--- config.mk ---
export PLATFORM = sky130hd
export DESIGN_NAME = fuzzy_subsequence_scorer_top
export DESIGN_NICKNAME = d
export VERILOG_FILES = /design/src/rtl/fss_pkg.sv /design/src/rtl/fuzzy_subsequence_scorer_top.sv /design/src/rtl/fss_front.sv /design/src/rtl/fss_item_queue.sv /design/src/rtl/fss_back.sv
export SDC_FILE = /design/constraint.sdc
export NUM_CORES = 1
export LEC_CHECK = 0
export ABC_AREA = 1
export BUFFER_PORTS_ARGS = -buffer_cell sky130_fd_sc_hd__buf_2
export CAP_MARGIN = 20
export CORE_ASPECT_RATIO = 1.4
export CORE_MARGIN = 1
export CORE_UTILIZATION = 25
export CTS_CLUSTER_SIZE = 25
export DETAILED_ROUTE_END_ITERATION = 8
export GPL_TIMING_DRIVEN = 1
export PLACE_DENSITY_LB_ADDON = 0.1
export SLEW_MARGIN = 20
export SYNTH_ARGS = -nofsm -noshare
export SYNTH_HDL_FRONTEND = slang
export SYNTH_SLANG_ARGS = --single-unit
--- constraint.sdc ---
create_clock -name clock -period 9.7 [get_ports clock]
set_input_delay 0.97 -clock clock [delete_from_list [all_inputs] [get_ports clock]]
set_output_delay 0.97 -clock clock [all_outputs]
set_load 0.01 [all_outputs]
--- src/rtl/fss_pkg.sv ---
`default_nettype none

package fss_pkg;

   localparam int MAX_QUERY_CHARS = 16;
   localparam int CHAR_W          = 8;
   localparam int QUERY_LEN_W     = 5;
   localparam int QUERY_IDX_W     = 4;
   localparam int RUN_W           = 5;
   localparam int SCORE_W         = 8;
   localparam int BONUS_W         = 6;
   localparam int CSR_DATA_W      = 64;
   localparam int CSR_INDEX_W     = 2;

   // front-to-back queue and result buffer sizes
   localparam int QUEUE_DEPTH     = 4;
   localparam int QUEUE_PTR_W     = 2;
   localparam int QUEUE_CNT_W     = 3;
   localparam int RSP_DEPTH       = 2;
   localparam int RSP_PTR_W       = 1;
   localparam int RSP_CNT_W       = 2;

   localparam logic [BONUS_W-1:0] HIT_SCORE      = 6'd1;
   localparam logic [BONUS_W-1:0] START_BONUS    = 6'd5;
   localparam logic [BONUS_W-1:0] BOUNDARY_BONUS = 6'd3;
   localparam logic [RUN_W-1:0]   RUN_MAX        = 5'd31;
   localparam logic [SCORE_W-1:0] SCORE_MAX      = 8'd255;

   localparam logic [CSR_INDEX_W-1:0] CSR_QUERY_LOW  = 2'd0;
   localparam logic [CSR_INDEX_W-1:0] CSR_QUERY_HIGH = 2'd1;
   localparam logic [CSR_INDEX_W-1:0] CSR_QUERY_LEN  = 2'd2;

   typedef struct packed {
      logic [CHAR_W-1:0] text_char;
      logic              char_valid;
      logic              last_char;
   } fss_req_type;

   typedef struct packed {
      logic               matched;
      logic [SCORE_W-1:0] match_score;
   } fss_rsp_type;

   // classified beat handed from front to back
   typedef struct packed {
      logic [CHAR_W-1:0] folded_char;
      logic              is_alnum;
      logic              char_valid;
      logic              last_char;
   } fss_item_type;

   typedef struct packed {
      logic [MAX_QUERY_CHARS-1:0][CHAR_W-1:0] query_chars;
      logic [QUERY_LEN_W-1:0]                 query_length;
   } fss_cfg_type;

   function automatic logic [CHAR_W-1:0] fold_case(input logic [CHAR_W-1:0] c);
      logic [CHAR_W-1:0] r;
      r = c;
      if (c >= 8'h41 && c <= 8'h5A) begin
         r = c + 8'h20;
      end
      return r;
   endfunction

   function automatic logic is_alnum(input logic [CHAR_W-1:0] c);
      return (c >= 8'h30 && c <= 8'h39) || (c >= 8'h41 && c <= 8'h5A) ||
             (c >= 8'h61 && c <= 8'h7A);
   endfunction

endpackage

`default_nettype wire

--- src/rtl/fuzzy_subsequence_scorer_top.sv ---
// Fuzzy subsequence scorer: streams one text character per input beat against a
// query of up to 16 characters set through the csr port (low word, high word,
// length), ignoring ASCII case. A beat with last_char set closes the text and
// yields one result beat (matched, match_score); other beats yield none. The block
// takes one beat per cycle while its queue has room: a classifying front stage
// feeds a 4-entry queue, and the scoring stage retires one queued beat per cycle
// into its registered state loop (query position, run, score). Results wait in a
// 2-entry buffer; a result is readable once written there from the queue head.
// The back stage stalls on a closing beat only while the result buffer is full
// and none is popped. Write the csr registers only while no text is in flight.
`default_nettype none

module fuzzy_subsequence_scorer_top (
   input  wire                                clock,
   input  wire                                reset,
   input  wire                                push,
   input  fss_pkg::fss_req_type               req_item,
   output logic                               full,
   output logic                               empty,
   input  wire                                pop,
   output fss_pkg::fss_rsp_type               rsp_item,
   input  wire                                csr_we,
   input  wire [fss_pkg::CSR_INDEX_W-1:0]     csr_index,
   input  wire [fss_pkg::CSR_DATA_W-1:0]      csr_wdata
);
   import fss_pkg::*;

   logic [CSR_DATA_W-1:0]  query_low_ff, query_low_in;
   logic [CSR_DATA_W-1:0]  query_high_ff, query_high_in;
   logic [QUERY_LEN_W-1:0] query_len_ff, query_len_in;
   fss_cfg_type            cfg;

   logic                   q_full, q_push, q_pop, q_empty;
   fss_item_type           q_in_item, q_head_item;

   always_comb begin
      query_low_in  = query_low_ff;
      query_high_in = query_high_ff;
      query_len_in  = query_len_ff;
      if (csr_we) begin
         unique case (csr_index)
            CSR_QUERY_LOW:  query_low_in  = csr_wdata;
            CSR_QUERY_HIGH: query_high_in = csr_wdata;
            CSR_QUERY_LEN:  query_len_in  = csr_wdata[QUERY_LEN_W-1:0];
            default: ;
         endcase
      end
   end

   always_ff @(posedge clock) begin
      if (reset) begin
         query_low_ff  <= '0;
         query_high_ff <= '0;
         query_len_ff  <= '0;
      end else begin
         query_low_ff  <= query_low_in;
         query_high_ff <= query_high_in;
         query_len_ff  <= query_len_in;
      end
   end

   assign cfg.query_chars  = {query_high_ff, query_low_ff};
   assign cfg.query_length = query_len_ff;

   fss_front u_front (
      .req_push  (push),
      .req_item  (req_item),
      .req_full  (full),
      .q_full    (q_full),
      .q_push    (q_push),
      .q_item    (q_in_item)
   );

   fss_item_queue u_queue (
      .clock     (clock),
      .reset     (reset),
      .push      (q_push),
      .push_item (q_in_item),
      .full      (q_full),
      .pop       (q_pop),
      .head_item (q_head_item),
      .empty     (q_empty)
   );

   fss_back u_back (
      .clock     (clock),
      .reset     (reset),
      .cfg       (cfg),
      .head_item (q_head_item),
      .q_empty   (q_empty),
      .q_pop     (q_pop),
      .rsp_item  (rsp_item),
      .rsp_empty (empty),
      .rsp_pop   (pop)
   );

endmodule

`default_nettype wire

--- src/rtl/fss_front.sv ---
`default_nettype none

module fss_front (
   input  wire                   req_push,
   input  fss_pkg::fss_req_type  req_item,
   output logic                  req_full,
   input  wire                   q_full,
   output logic                  q_push,
   output fss_pkg::fss_item_type q_item
);
   import fss_pkg::*;

   assign req_full = q_full;
   assign q_push   = req_push && !q_full;

   always_comb begin
      q_item.folded_char = fold_case(req_item.text_char);
      q_item.is_alnum    = is_alnum(req_item.text_char);
      q_item.char_valid  = req_item.char_valid;
      q_item.last_char   = req_item.last_char;
   end

endmodule

`default_nettype wire

--- src/rtl/fss_item_queue.sv ---
`default_nettype none

module fss_item_queue (
   input  wire                   clock,
   input  wire                   reset,
   input  wire                   push,
   input  fss_pkg::fss_item_type push_item,
   output logic                  full,
   input  wire                   pop,
   output fss_pkg::fss_item_type head_item,
   output logic                  empty
);
   import fss_pkg::*;

   fss_item_type            slot_ff [QUEUE_DEPTH];
   logic [QUEUE_PTR_W-1:0]  wr_ptr_ff, wr_ptr_in;
   logic [QUEUE_PTR_W-1:0]  rd_ptr_ff, rd_ptr_in;
   logic [QUEUE_CNT_W-1:0]  count_ff, count_in;
   logic                    do_push, do_pop;

   assign full      = count_ff == QUEUE_CNT_W'(QUEUE_DEPTH);
   assign empty     = count_ff == '0;
   assign head_item = slot_ff[rd_ptr_ff];
   assign do_push   = push && !full;
   assign do_pop    = pop && !empty;

   always_comb begin
      wr_ptr_in = do_push ? wr_ptr_ff + 1'b1 : wr_ptr_ff;
      rd_ptr_in = do_pop ? rd_ptr_ff + 1'b1 : rd_ptr_ff;
      count_in  = count_ff;
      if (do_push && !do_pop) begin
         count_in = count_ff + 1'b1;
      end else if (do_pop && !do_push) begin
         count_in = count_ff - 1'b1;
      end
   end

   always_ff @(posedge clock) begin
      if (reset) begin
         wr_ptr_ff <= '0;
         rd_ptr_ff <= '0;
         count_ff  <= '0;
      end else begin
         wr_ptr_ff <= wr_ptr_in;
         rd_ptr_ff <= rd_ptr_in;
         count_ff  <= count_in;
      end
   end

   always_ff @(posedge clock) begin
      if (do_push) begin
         slot_ff[wr_ptr_ff] <= push_item;
      end
   end

endmodule

`default_nettype wire

--- src/rtl/fss_back.sv ---
`default_nettype none

module fss_back (
   input  wire                   clock,
   input  wire                   reset,
   input  fss_pkg::fss_cfg_type  cfg,
   input  fss_pkg::fss_item_type head_item,
   input  wire                   q_empty,
   output logic                  q_pop,
   output fss_pkg::fss_rsp_type  rsp_item,
   output logic                  rsp_empty,
   input  wire                   rsp_pop
);
   import fss_pkg::*;

   logic [QUERY_LEN_W-1:0] query_pos_ff, query_pos_in;
   logic [RUN_W-1:0]       run_length_ff, run_length_in;
   logic [SCORE_W-1:0]     score_total_ff, score_total_in;
   logic                   prev_alnum_ff, prev_alnum_in;
   logic                   at_text_start_ff, at_text_start_in;

   fss_rsp_type            rsp_slot_ff [RSP_DEPTH];
   logic [RSP_PTR_W-1:0]   rsp_wr_ff, rsp_wr_in;
   logic [RSP_PTR_W-1:0]   rsp_rd_ff, rsp_rd_in;
   logic [RSP_CNT_W-1:0]   rsp_count_ff, rsp_count_in;

   logic [QUERY_LEN_W-1:0] eff_len;
   logic [CHAR_W-1:0]      query_char;
   logic                   hit;
   logic [RUN_W-1:0]       run_bump;
   logic [BONUS_W-1:0]     bonus;
   logic [SCORE_W:0]       score_sum;
   logic [QUERY_LEN_W-1:0] pos_upd;
   logic [RUN_W-1:0]       run_upd;
   logic [SCORE_W-1:0]     score_upd;
   logic                   take;
   logic                   rsp_push;
   logic                   rsp_take;
   fss_rsp_type            rsp_new;

   assign eff_len = (cfg.query_length > QUERY_LEN_W'(MAX_QUERY_CHARS)) ?
                    QUERY_LEN_W'(MAX_QUERY_CHARS) : cfg.query_length;
   assign query_char = fold_case(cfg.query_chars[query_pos_ff[QUERY_IDX_W-1:0]]);
   assign hit = head_item.folded_char == query_char;

   // hold a closing beat until the result buffer has a free slot
   assign rsp_take = rsp_pop && !rsp_empty;
   assign take     = !q_empty &&
                     (!head_item.last_char ||
                      rsp_count_ff != RSP_CNT_W'(RSP_DEPTH) || rsp_take);
   assign q_pop    = take;
   assign rsp_push = take && head_item.last_char;

   always_comb begin
      run_bump = (run_length_ff < RUN_MAX) ? run_length_ff + 1'b1 : run_length_ff;
      bonus    = HIT_SCORE + BONUS_W'(run_bump);
      if (at_text_start_ff) begin
         bonus = bonus + START_BONUS;
      end else if (!prev_alnum_ff) begin
         bonus = bonus + BOUNDARY_BONUS;
      end
      score_sum = {1'b0, score_total_ff} + (SCORE_W + 1)'(bonus);

      pos_upd   = query_pos_ff;
      run_upd   = run_length_ff;
      score_upd = score_total_ff;
      if (head_item.char_valid && query_pos_ff < eff_len) begin
         if (hit) begin
            pos_upd   = query_pos_ff + 1'b1;
            run_upd   = run_bump;
            score_upd = score_sum[SCORE_W] ? SCORE_MAX : score_sum[SCORE_W-1:0];
         end else begin
            run_upd = '0;
         end
      end

      rsp_new.matched     = pos_upd >= eff_len;
      rsp_new.match_score = (pos_upd >= eff_len) ? score_upd : '0;

      query_pos_in     = query_pos_ff;
      run_length_in    = run_length_ff;
      score_total_in   = score_total_ff;
      prev_alnum_in    = prev_alnum_ff;
      at_text_start_in = at_text_start_ff;
      if (take) begin
         if (head_item.last_char) begin
            query_pos_in     = '0;
            run_length_in    = '0;
            score_total_in   = '0;
            prev_alnum_in    = 1'b0;
            at_text_start_in = 1'b1;
         end else begin
            query_pos_in   = pos_upd;
            run_length_in  = run_upd;
            score_total_in = score_upd;
            if (head_item.char_valid) begin
               prev_alnum_in    = head_item.is_alnum;
               at_text_start_in = 1'b0;
            end
         end
      end
   end

   always_comb begin
      rsp_wr_in    = rsp_push ? rsp_wr_ff + 1'b1 : rsp_wr_ff;
      rsp_rd_in    = rsp_take ? rsp_rd_ff + 1'b1 : rsp_rd_ff;
      rsp_count_in = rsp_count_ff;
      if (rsp_push && !rsp_take) begin
         rsp_count_in = rsp_count_ff + 1'b1;
      end else if (rsp_take && !rsp_push) begin
         rsp_count_in = rsp_count_ff - 1'b1;
      end
   end

   assign rsp_empty = rsp_count_ff == '0;
   assign rsp_item  = rsp_slot_ff[rsp_rd_ff];

   always_ff @(posedge clock) begin
      if (reset) begin
         query_pos_ff     <= '0;
         run_length_ff    <= '0;
         score_total_ff   <= '0;
         prev_alnum_ff    <= 1'b0;
         at_text_start_ff <= 1'b1;
         rsp_wr_ff        <= '0;
         rsp_rd_ff        <= '0;
         rsp_count_ff     <= '0;
      end else begin
         query_pos_ff     <= query_pos_in;
         run_length_ff    <= run_length_in;
         score_total_ff   <= score_total_in;
         prev_alnum_ff    <= prev_alnum_in;
         at_text_start_ff <= at_text_start_in;
         rsp_wr_ff        <= rsp_wr_in;
         rsp_rd_ff        <= rsp_rd_in;
         rsp_count_ff     <= rsp_count_in;
      end
   end

   always_ff @(posedge clock) begin
      if (rsp_push) begin
         rsp_slot_ff[rsp_wr_ff] <= rsp_new;
      end
   end

endmodule

`default_nettype wire

==> metrics.txt, run 1 <==
outcome=finished, final reports clean; final setup fails=0; setup tns final=0 ns; HP Class=flop to flop; overall global routing resource usage=15.0%; Max Slew Vio Count=0; Final Cycle Share=49.8%; hold depth=2; die area=46400 µm²; clk sinks=229; Root Driver=clkbuf_16; cts repair resizes=0; Setup Skew=0.0218 ns; HP Start=query_low_ff[45]; top cell type's share of synthesized area=29.4%; DRC viols=0; layout cells sized above 1=11.3%; vias in the first global route=9492; 1st-pass router iterations=7; DR WL/cell=15.7 µm; Vias=9693; worst path required time=9.96 ns; NumNets Final=1691; die width=182 µm; GP Congestion=0.804; syn avg cell area=7.48 µm²; sequential area share after synthesis=45.8%; Initial Util=25.3%; commonest non-fill, non-tap cells in the layout=nand2_1, nor2_1, inv_1, o21ai_0, dfxtp_1; sequential share of power=40.4%; EDFF count, synth=62; first-pass GRT wire length=54600 µm; Post-Syn Instances=1520; max frequency=207 MHz; largest area contributor in the netlist=dfxtp_1; antenna violations before repair=1; sw power=0.878 mW; combinational fraction of design power=21.9%; CTS tree=done; minimum clock period=4.83 ns; fraction of registers with async set/reset=0%; # rows=92; Mapped Nets=1639; clock latency on the worst-skew pair=0.55 ns; Pint=1.91 mW; largest net degree at the start of global routing=107; Top FF cell, synth=dfxtp_1; Syn. warnings=0; clock transition at the registers of the reported paths=0.07 ns; Die Y=254 µm; Arrival @ worst endpoint=5.09 ns; Slew HR=31.0%; Placed Cells=2155; Max H-tree Level=1; clock share of power=37.6%; Sw Ratio=31.5%; CP Launch Type=flop; setup slack, reg-to-reg=4.87 ns; final non-filler cell total=2202; crit path max fanout=64; number of post-CTS setup repair buffers=0; Final Hold Fails=0; Synth cell types=46; Util after Layout=29.3%; Initial DRC Count=517; I/O Pins=92; Post-Syn Area=11400 µm²; DP Wirelength=23400 µm; total grt overflow=0; Port Buffers=91; RSZ-0062 raised after global routing=false; commonest non-fill, non-tap cell in the layout=nand2_1; Num CTS Buffers=26; CTS Hold Buffers Added=0; Hold Path End=query_low_ff[45]; Core ar.=45000 µm²; Worst R2R Start=u_back.query_pos_ff[0]; leak pwr=5.46 nW; Worst Reg-to-Reg Cells=21; WHS=0.454 ns; Routed WL=34500 µm; worst vdd ir=0.160 mV; maximum clock insertion buffer count=3; PD cells=211 nW/µm²; drt via density=4.40; Synth Register Bits=229; worst-margin pin slew=1.03 ns; max cap viols=0; Post-DRT Antenna Nets=0; critical path class=flop to flop; synth top area cells=dfxtp_1, edfxtp_1, nand2_1; Area Overhead vs Synth=16.1%; Setup crit end kind=flop; diode count=0; FF-to-FF End=u_back.rsp_slot_ff[0][5]
==> Yosys cell counts (2+ instances only) <==
library cell / count
o21ai_1: 14
nand2_1: 285
edfxtp_1: 62
nor2_4: 2
nand2_2: 2
a32oi_1: 5
a32o_1: 3
nand3_1: 86
clkbuf_1: 47
o21ai_0: 166
nor2_1: 219
xnor2_1: 3
a21oi_1: 139
inv_1: 166
buf_1: 8
a211oi_1: 2
buf_6: 9
dfxtp_1: 167
xor2_1: 8
mux2_2: 9
buf_4: 4
nor2_2: 3
a221oi_1: 2
inv_2: 13
o22ai_1: 3
ha_1: 36
nor3_1: 4
buf_2: 10
o211ai_1: 2
nand3_2: 2
nand4_1: 20
clkinv_1: 4
fa_1: 2
==> worst max-delay path by stage <==
stage                       startpoint                       end  slack, ns  depth (start not counted)
6_report        u_back.query_pos_ff[0]  u_back.rsp_slot_ff[0][5]       4.87                         21
2_1_floorplan  u_back.run_length_ff[2]  u_back.rsp_slot_ff[0][2]       5.73                         29
4_1_cts        u_back.run_length_ff[2]  u_back.rsp_slot_ff[0][1]       4.80                         30
3_5_place_dp   u_back.run_length_ff[2]  u_back.rsp_slot_ff[0][1]       4.82                         30
5_1_grt         u_back.query_pos_ff[0]  u_back.rsp_slot_ff[0][5]       4.27                         22
3_3_place_gp   u_back.run_length_ff[2]  u_back.rsp_slot_ff[0][1]       4.91                         30
==> critical path, cell delays in order, from the launching register on <==
cell and delay, ns:
dfxtp_2 0.61, buf_4 0.61, nand2_1 0.19, nand2_1 0.10, nand2_1 0.06, nand2_1 0.06, nand2_1 0.05, inv_1 0.05
nand2_1 0.16, ha_1 0.34, inv_1 0.06, nand4_1 0.11, nand3_1 0.09, nand2_1 0.09, nor2_4 0.33, nand4_1 0.14
nand2_1 0.13, ha_1 0.27, a21o_1 0.20, a221oi_1 0.23, and3_1 0.45, nor2_1 0.14
==> registers in the layout (all words and copies together) (netlist names), named ones only <==
signal,flops
query_high_ff,64
query_len_ff,5
query_low_ff,64
u_back.at_text_start_ff,1
u_back.prev_alnum_ff,1
u_back.query_pos_ff,5
u_back.rsp_count_ff,2
u_back.rsp_rd_ff,1
u_back.rsp_slot_ff,18
u_back.rsp_wr_ff,1
u_back.run_length_ff,5
u_back.score_total_ff,8
u_queue.count_ff,3
u_queue.rd_ptr_ff,2
u_queue.slot_ff,44
u_queue.wr_ptr_ff,2
==> power groups by stage <==
stage / clock (mW) / sequential (mW) / combinational (mW)
2_1_floorplan: 0 / 1.13 / 0.429
3_3_place_gp: 0 / 1.15 / 0.628
3_5_place_dp: 0 / 1.15 / 0.632
4_1_cts: 1.08 / 1.13 / 0.634
5_1_grt: 1.12 / 1.14 / 0.697
6_report: 1.05 / 1.13 / 0.611
==> per-layer routing <==
layer	up-vias	part of all wire, %	GRT usage [%]
met2	138	49	26.8
met4	0	2.4	4.44
met3	42	2.8	1.66
met5	-	0	0
met1	4453	46	19.1
li1	5060	-	-
==> area by class of cell <==
cell class / count / area (µm²)
fill: 4928 / 31800
sequential: 229 / 5210
multi-input combinational: 1030 / 5120
tap: 611 / 764
clock buffer: 36 / 739
inverter: 183 / 688
timing repair buffer: 102 / 538
clock inverter: 11 / 153
==> per-stage QoR <==
step	setup slack [ns]	power (mW)	area (µm²)
final	4.87	2.79	13200
after global routing	4.27	2.96	13200
after CTS	4.80	2.85	13200
after detailed placement	4.82	1.78	12300
after global placement	4.91	1.77	12300
after floorplan	5.73	1.56	11400
==> kinds of logic (layout without fill, tap and decap cells) <==
family	Yosys count	count (layout)	share of synthesized area (%)
and+or+nand+nor	628	628	22.9
AOI/OAI and AO/OA	344	344	15.8
buffers and inverters	261	332	9.45
DFF	229	229	45.8
adders and majority gates	38	38	4.31
xor gates and xnor gates	11	11	0.847
muxes	9	9	0.891
Power figures use the tool's default switching activity.
==> run 2, diff against run 1 <==
ABC_AREA = 0   (was 1)
clock period = 4.8 ns   (was 9.7 ns; I/O delays follow)
==> run 2 against run 1 <==
Total power up 92%. Utilization is 1.0 points higher. Sequential cell count unchanged. Cell area is essentially flat. Synthesized area fell by 2.5%. Synthesized cell count down 23%. Critical path type unchanged. Critical endpoint is now u_back.rsp_slot_ff[0][7]. Largest cell class is now multi-input combinational cells. Highest routed layer unchanged.
==> metrics.txt, run 2 <==
die area=45200 µm²; CP Launch Type=flop; Initial Util=25.5%; met1 Use GR=17.0%; syn avg cell area=9.49 µm²; Root Driver=clkbuf_16; Worst R2R Start=u_back.query_pos_ff[0]; minimum clock period=4.52 ns; fraction of registers with async set/reset=0%; worst vdd ir=0.273 mV; FF-to-FF End=u_back.rsp_slot_ff[0][7]; DRC viols=0; Design Area, Final=13200 µm²; Sw Ratio=29.6%; setup slack, reg-to-reg=0.28 ns; Mapped Nets=1288; GR Util met3=2.03%; sequential share of power=42.4%; global route hottest layer=met2; sequential area share after synthesis=46.9%; Util after Layout=30.4%; Final Hold Fails=0; drt via density=4.70; Area Overhead vs Synth=19.0%; Routed WL=33800 µm; crit path max fanout=21; most frequent cell after synthesis=nand2_1; largest area contributor in the netlist=dfxtp_1; Placed Area=12200 µm²; hold depth=1; commonest non-fill, non-tap cell in the layout=nand2_1; worst-margin pin slew=0.984 ns; Post-Syn Area=11100 µm²; leak pwr=4.76 nW; Port Buffers=91; PD cells=405 nW/µm²; final setup fails=0; worst path required time=5.08 ns; clock share of power=38.8%; synth top area cells=dfxtp_1, edfxtp_1, nand2_1; largest net degree at the start of global routing=76; maximum clock insertion buffer count=3; top cell type's share of synthesized area=30.1%; total grt overflow=0; Max Slew Vio Count=0; final non-filler cell total=1830; Arrival @ worst endpoint=4.81 ns; clk sinks=229; Regs by FF count=query_high_ff x64, query_low_ff x64, u_queue.slot_ff x44; Setup crit end kind=flop; clock transition at the registers of the reported paths=0.06 ns; combinational fraction of design power=18.8%; layout cells sized above 1=19.1%; Core ar.=43500 µm²; overall power=5.34 mW; commonest non-fill, non-tap cells in the layout=nand2_1, dfxtp_1, a21oi_1, buf_2, edfxtp_1; DP Wirelength=23900 µm; Worst Reg-to-Reg Cells=19; Vias=8597; Initial DRC Count=423; Synth cell types=65; Die Y=251 µm; outcome=finished, final reports clean; antenna violations before repair=1; final worst setup slack=0.276 ns; die width=180 µm; Slew HR=34.4%; Final Cycle Share=94.2%; setup tns final=0 ns; Placed Cells=1773; Pint=3.76 mW; first-pass GRT wire length=52300 µm; EDFF count, synth=62; vias in the first global route=8692; I/O Pins=92; max frequency=221 MHz; critical path class=flop to flop; HP Class=input port to flop; Top FF cell, synth=dfxtp_1; GP Congestion=0.793; # rows=90; Syn. warnings=0; Hold Path End=u_queue.slot_ff[2][0]; Synth Register Bits=229; WHS=0.162 ns; Max H-tree Level=1; global routing usage on met2=29.0%; clock latency on the worst-skew pair=0.56 ns; Post-DRT Antenna Nets=0; top post-synthesis cells by count=nand2_1, dfxtp_1, a21oi_1; CTS Hold Buffers Added=0; Num CTS Buffers=27; pre-CTS setup slack=-0.0463 ns; CTS tree=done; HP Start=req_item[0]; 1st-pass router iterations=5; sw power=1.58 mW; Post-Syn Instances=1169; overall global routing resource usage=15.0%; DR WL/cell=18.5 µm; Setup Skew=0.0194 ns; NumNets Final=1375; max cap viols=0
[run 2: cell types whose count changed in the layout (fill, tap and decap cells not counted), sizes merged, moves of 15 or more]
| cell | delta |
|---|---|
| nor2 | -179 |
| inv | -154 |
| o21ai | -154 |
| nand3 | -60 |
| mux4 | +40 |
| buf | +34 |
| mux2i | +26 |
| a21oi | +21 |
| nand4 | -15 |
[run 2: how the worst max path moves through the flow]
| stage | start | end | slack [ns] |
|---|---|---|---|
| after floorplan | u_back.query_pos_ff[0] | u_back.rsp_slot_ff[0][7] | 0.11 |
| after global placement | u_back.query_pos_ff[1] | u_back.rsp_slot_ff[1][7] | 0.03 |
| after detailed placement | u_back.query_pos_ff[1] | u_back.rsp_slot_ff[1][7] | -0.05 |
| after CTS | u_back.query_pos_ff[0] | u_back.rsp_slot_ff[0][7] | 0.06 |
| after global routing | u_back.query_pos_ff[0] | u_back.rsp_slot_ff[0][7] | -0.009 |
| final | u_back.query_pos_ff[0] | u_back.rsp_slot_ff[0][7] | 0.28 |
[run 2: final cells by class]
class,count,area (µm²)
Sequential cell,229,5210
Tap cell,552,691
Antenna cell,1,2.50
Clock buffer,30,697
Timing Repair Buffer,136,837
Inverter,23,86.3
Fill cell,4626,30300
Clock inverter,20,185
Multi-Input combinational cell,839,5490
[run 2: power groups by stage]
stage,clock network [mW],logic [mW],registers (mW)
finish,2.07,1.00,2.26
global route,2.22,1.12,2.28
CTS,2.15,1.03,2.27
detailed placement,0,1.03,2.31
global placement,0,1.03,2.31
floorplan,0,0.699,2.25
[run 2: what timing repair did]
action | 4_1_cts | 5_1_grt
gates resized for setup | 2 | 7
buffers inserted | 0 | 6
pin swaps | 0 | 1
setup endpoints to repair | 14 | 18
[run 2: logic make-up (layout without fill, tap and decap cells)]
group / Yosys count / after routing / share of synthesized area, %
compound gates: 244 / 244 / 12.7
xor+xnor: 27 / 27 / 2.13
fa+ha+maj: 38 / 38 / 4.42
buf+inv: 101 / 209 / 4.08
flops: 229 / 229 / 46.9
mux: 83 / 83 / 12.4
other cells: 0 / 1 / 0
simple gates: 447 / 447 / 17.3
[run 2: worst max-delay path: stages, from the launching register on]
cell       delay (ns)
dfxtp_2          0.37
buf_12           0.17
mux4_1           0.59
nor2b_1          0.18
a21o_1           0.20
nor4_1           0.33
a2bb2oi_2        0.15
a2111o_1         0.41
o211ai_1         0.17
buf_6            0.25
nand3_1          0.14
xnor2_1          0.16
ha_1             0.28
nor2b_1          0.12
o21ai_0          0.15
nand2b_1         0.09
a21oi_2          0.18
inv_1            0.09
o311ai_1         0.09
o31ai_1          0.13
[run 2: per-layer routing]
metal	vias up	part of all wire, %
li1	4306	-
met1	4111	41
met2	143	54
met3	37	3.5
met4	0	2.0
met5	-	0
==> run 3, diff against run 2 <==
CORE_UTILIZATION = 40   (was 25)
==> run 3 against run 2 <==
Sequential cell count stayed put. Highest routed layer unchanged. First-iteration DRC count fell by 13%. Total power down 3.9%. Die area is 37% lower. Largest cell class unchanged. Sequential share of layout area grew 1.2 points. Setup slack lost 0.021 ns. Non-clock buffer count shrank 8. Utilization rose by 17 points. Cell count down 11%. Combinational power about the same. Clock skew down 0.012 ns.
==> metrics.txt, run 3 (synthesis gave the netlist of run 2 again) <==
PD cells=401 nW/µm²; Num CTS Buffers=23; max frequency=220 MHz; setup slack, reg-to-reg=0.26 ns; drt via density=5.25; DR WL/cell=17.9 µm; Max Slew Vio Count=0; largest net degree at the start of global routing=93; GP Congestion=0.783; commonest non-fill, non-tap cell in the layout=nand2_1; commonest non-fill, non-tap cells in the layout=nand2_1, dfxtp_1, a21oi_1, buf_2, edfxtp_1; CTS Hold Buffers Added=0; Vias=8535; maximum clock insertion buffer count=3; hold depth=1; Max H-tree Level=1; pre-CTS setup slack=-0.0163 ns; worst vdd ir=0.242 mV; DRC viols=0; Placed Cells=1580; DRT met1 WL=12100 µm; layout cells sized above 1=18.2%; die area=28400 µm²; Regs by FF count=query_high_ff x64, query_low_ff x64, u_queue.slot_ff x44; crit path max fanout=7; worst path required time=5.04 ns; Final Cycle Share=94.7%; Design Area, Final=12800 µm²; Routed WL=29200 µm; Die Y=199 µm; RSZ-0062 raised after global routing=false; max cap viols=0; # rows=71; Arrival @ worst endpoint=4.78 ns; 1st-pass router iterations=5; Max stage delay cell, worst path=mux4_1; Placed Area=11900 µm²; Post-DRT Antenna Nets=0; clk sinks=229; HP Class=input port to flop; critical path class=flop to flop; Slew HR=31.0%; worst-margin pin slew=1.03 ns; Initial Util=40.9%; final worst setup slack=0.256 ns; Area Overhead vs Synth=15.5%; Worst R2R Start=u_back.query_pos_ff[0]; crit path to=u_back.rsp_slot_ff[0][7]; FF-to-FF End=u_back.rsp_slot_ff[0][7]; Final Hold Fails=0; DP Wirelength=20700 µm; CP Launch Point=u_back.query_pos_ff[0]; CP Launch Type=flop; setup tns final=0 ns; Port Buffers=91; die width=143 µm; Worst Reg-to-Reg Cells=20; diode count=0; final non-filler cell total=1626; overall global routing resource usage=21.2%; leak pwr=4.70 nW; Cell Chain, Critical Path=buf_4 > mux4_1 > mux2i_1 > mux2i_1 > a211oi_1 > a2bb2oi_2 > mux2_2 > nor2_2 > nand2_1 > xor2_1 > ha_1 > nand2b_1 > a21oi_1 > nor2b_1 > o21ai_0 > nand2b_1 > a21oi_2 > inv_1 > o311ai_1 > o31ai_1; total grt overflow=0; I/O Pins=92; met3 routed WL=860 µm; CTS tree=done; antenna violations before repair=1; Critical Path Max Stage Delay=0.57 ns; final setup fails=0; NumNets Final=1363; vias in the first global route=8385; first-pass GRT wire length=46000 µm; Setup crit end kind=flop; Max Used Layer=met4; WHS=0.190 ns; Setup Skew=0.00782 ns; outcome=finished, final reports clean; Core ar.=27100 µm²; Root Driver=clkbuf_16; Initial DRC Count=366; minimum clock period=4.54 ns; clock transition at the registers of the reported paths=0.06 ns; DR WL met2=15300 µm; fill count=2669; clock latency on the worst-skew pair=0.51 ns
[run 3: changes by cell type in the layout (fill, tap and decap cells not counted), sizes merged]
cell,change
bufinv,-1
clkinvlp,-4
diode,-1
clkbuf,+6
buf,-8
clkinv,-9
[run 3: where the power goes]
group          total [mW]  internal (mW)  switching [mW]
registers            2.26           2.15           0.109
clock network        1.89           1.15           0.744
logic               0.976          0.391           0.585
total                5.13           3.70            1.44
[run 3: routing by layer]
metal	GRT usage, %	vias up
met5	0	-
met4	7.53	0
met3	2.50	49
met2	39.8	150
met1	24.5	4064
li1	-	4272
[run 3: worst max-delay path: cells and delay by family (launching register included)]
kind / cells / cell delay [ns]
compound gates: 7 / 1.30
xor+xnor: 1 / 0.19
fa+ha+maj: 1 / 0.29
buf+inv: 2 / 0.28
flops: 1 / 0.39
mux: 4 / 1.28
simple gates: 5 / 0.56
[run 3: per-stage QoR]
stage / utilization, % / power (mW)
4_1_cts: 47.0 / 5.21
3_5_place_dp: 44.0 / 3.30
6_report: 47.3 / 5.13
2_1_floorplan: - / 2.94
3_3_place_gp: 44.0 / 3.29
5_1_grt: 47.3 / 5.40
[run 3: repair_timing]
| action | in CTS | in global routing |
|---|---|---|
| resized for setup | 2 | 4 |
| buffers inserted | 0 | 4 |
| endpoints found under the setup margin | 2 | 18 |
| gates cloned | 0 | 0 |
[run 3: final cells by class]
class	count	area (µm²)	area share, %
repair buffers	128	773	6.04
well taps	365	457	3.56
multi-input cells	839	5470	42.7
flip-flops and latches	229	5220	40.7
clock inverters	6	85.1	0.664
clock buffers	36	727	5.67
inverters	23	86.3	0.674
[run 3: worst min-delay path by stage]
stage	slack, ns	start	to
2_1_floorplan	0.43	query_high_ff[10]	query_high_ff[10]
3_3_place_gp	0.44	query_low_ff[57]	query_low_ff[57]
3_5_place_dp	0.44	query_low_ff[13]	query_low_ff[13]
4_1_cts	0.18	req_item[1]	u_queue.slot_ff[1][1]
5_1_grt	0.19	req_item[1]	u_queue.slot_ff[0][1]
6_report	0.19	req_item[1]	u_queue.slot_ff[1][1]
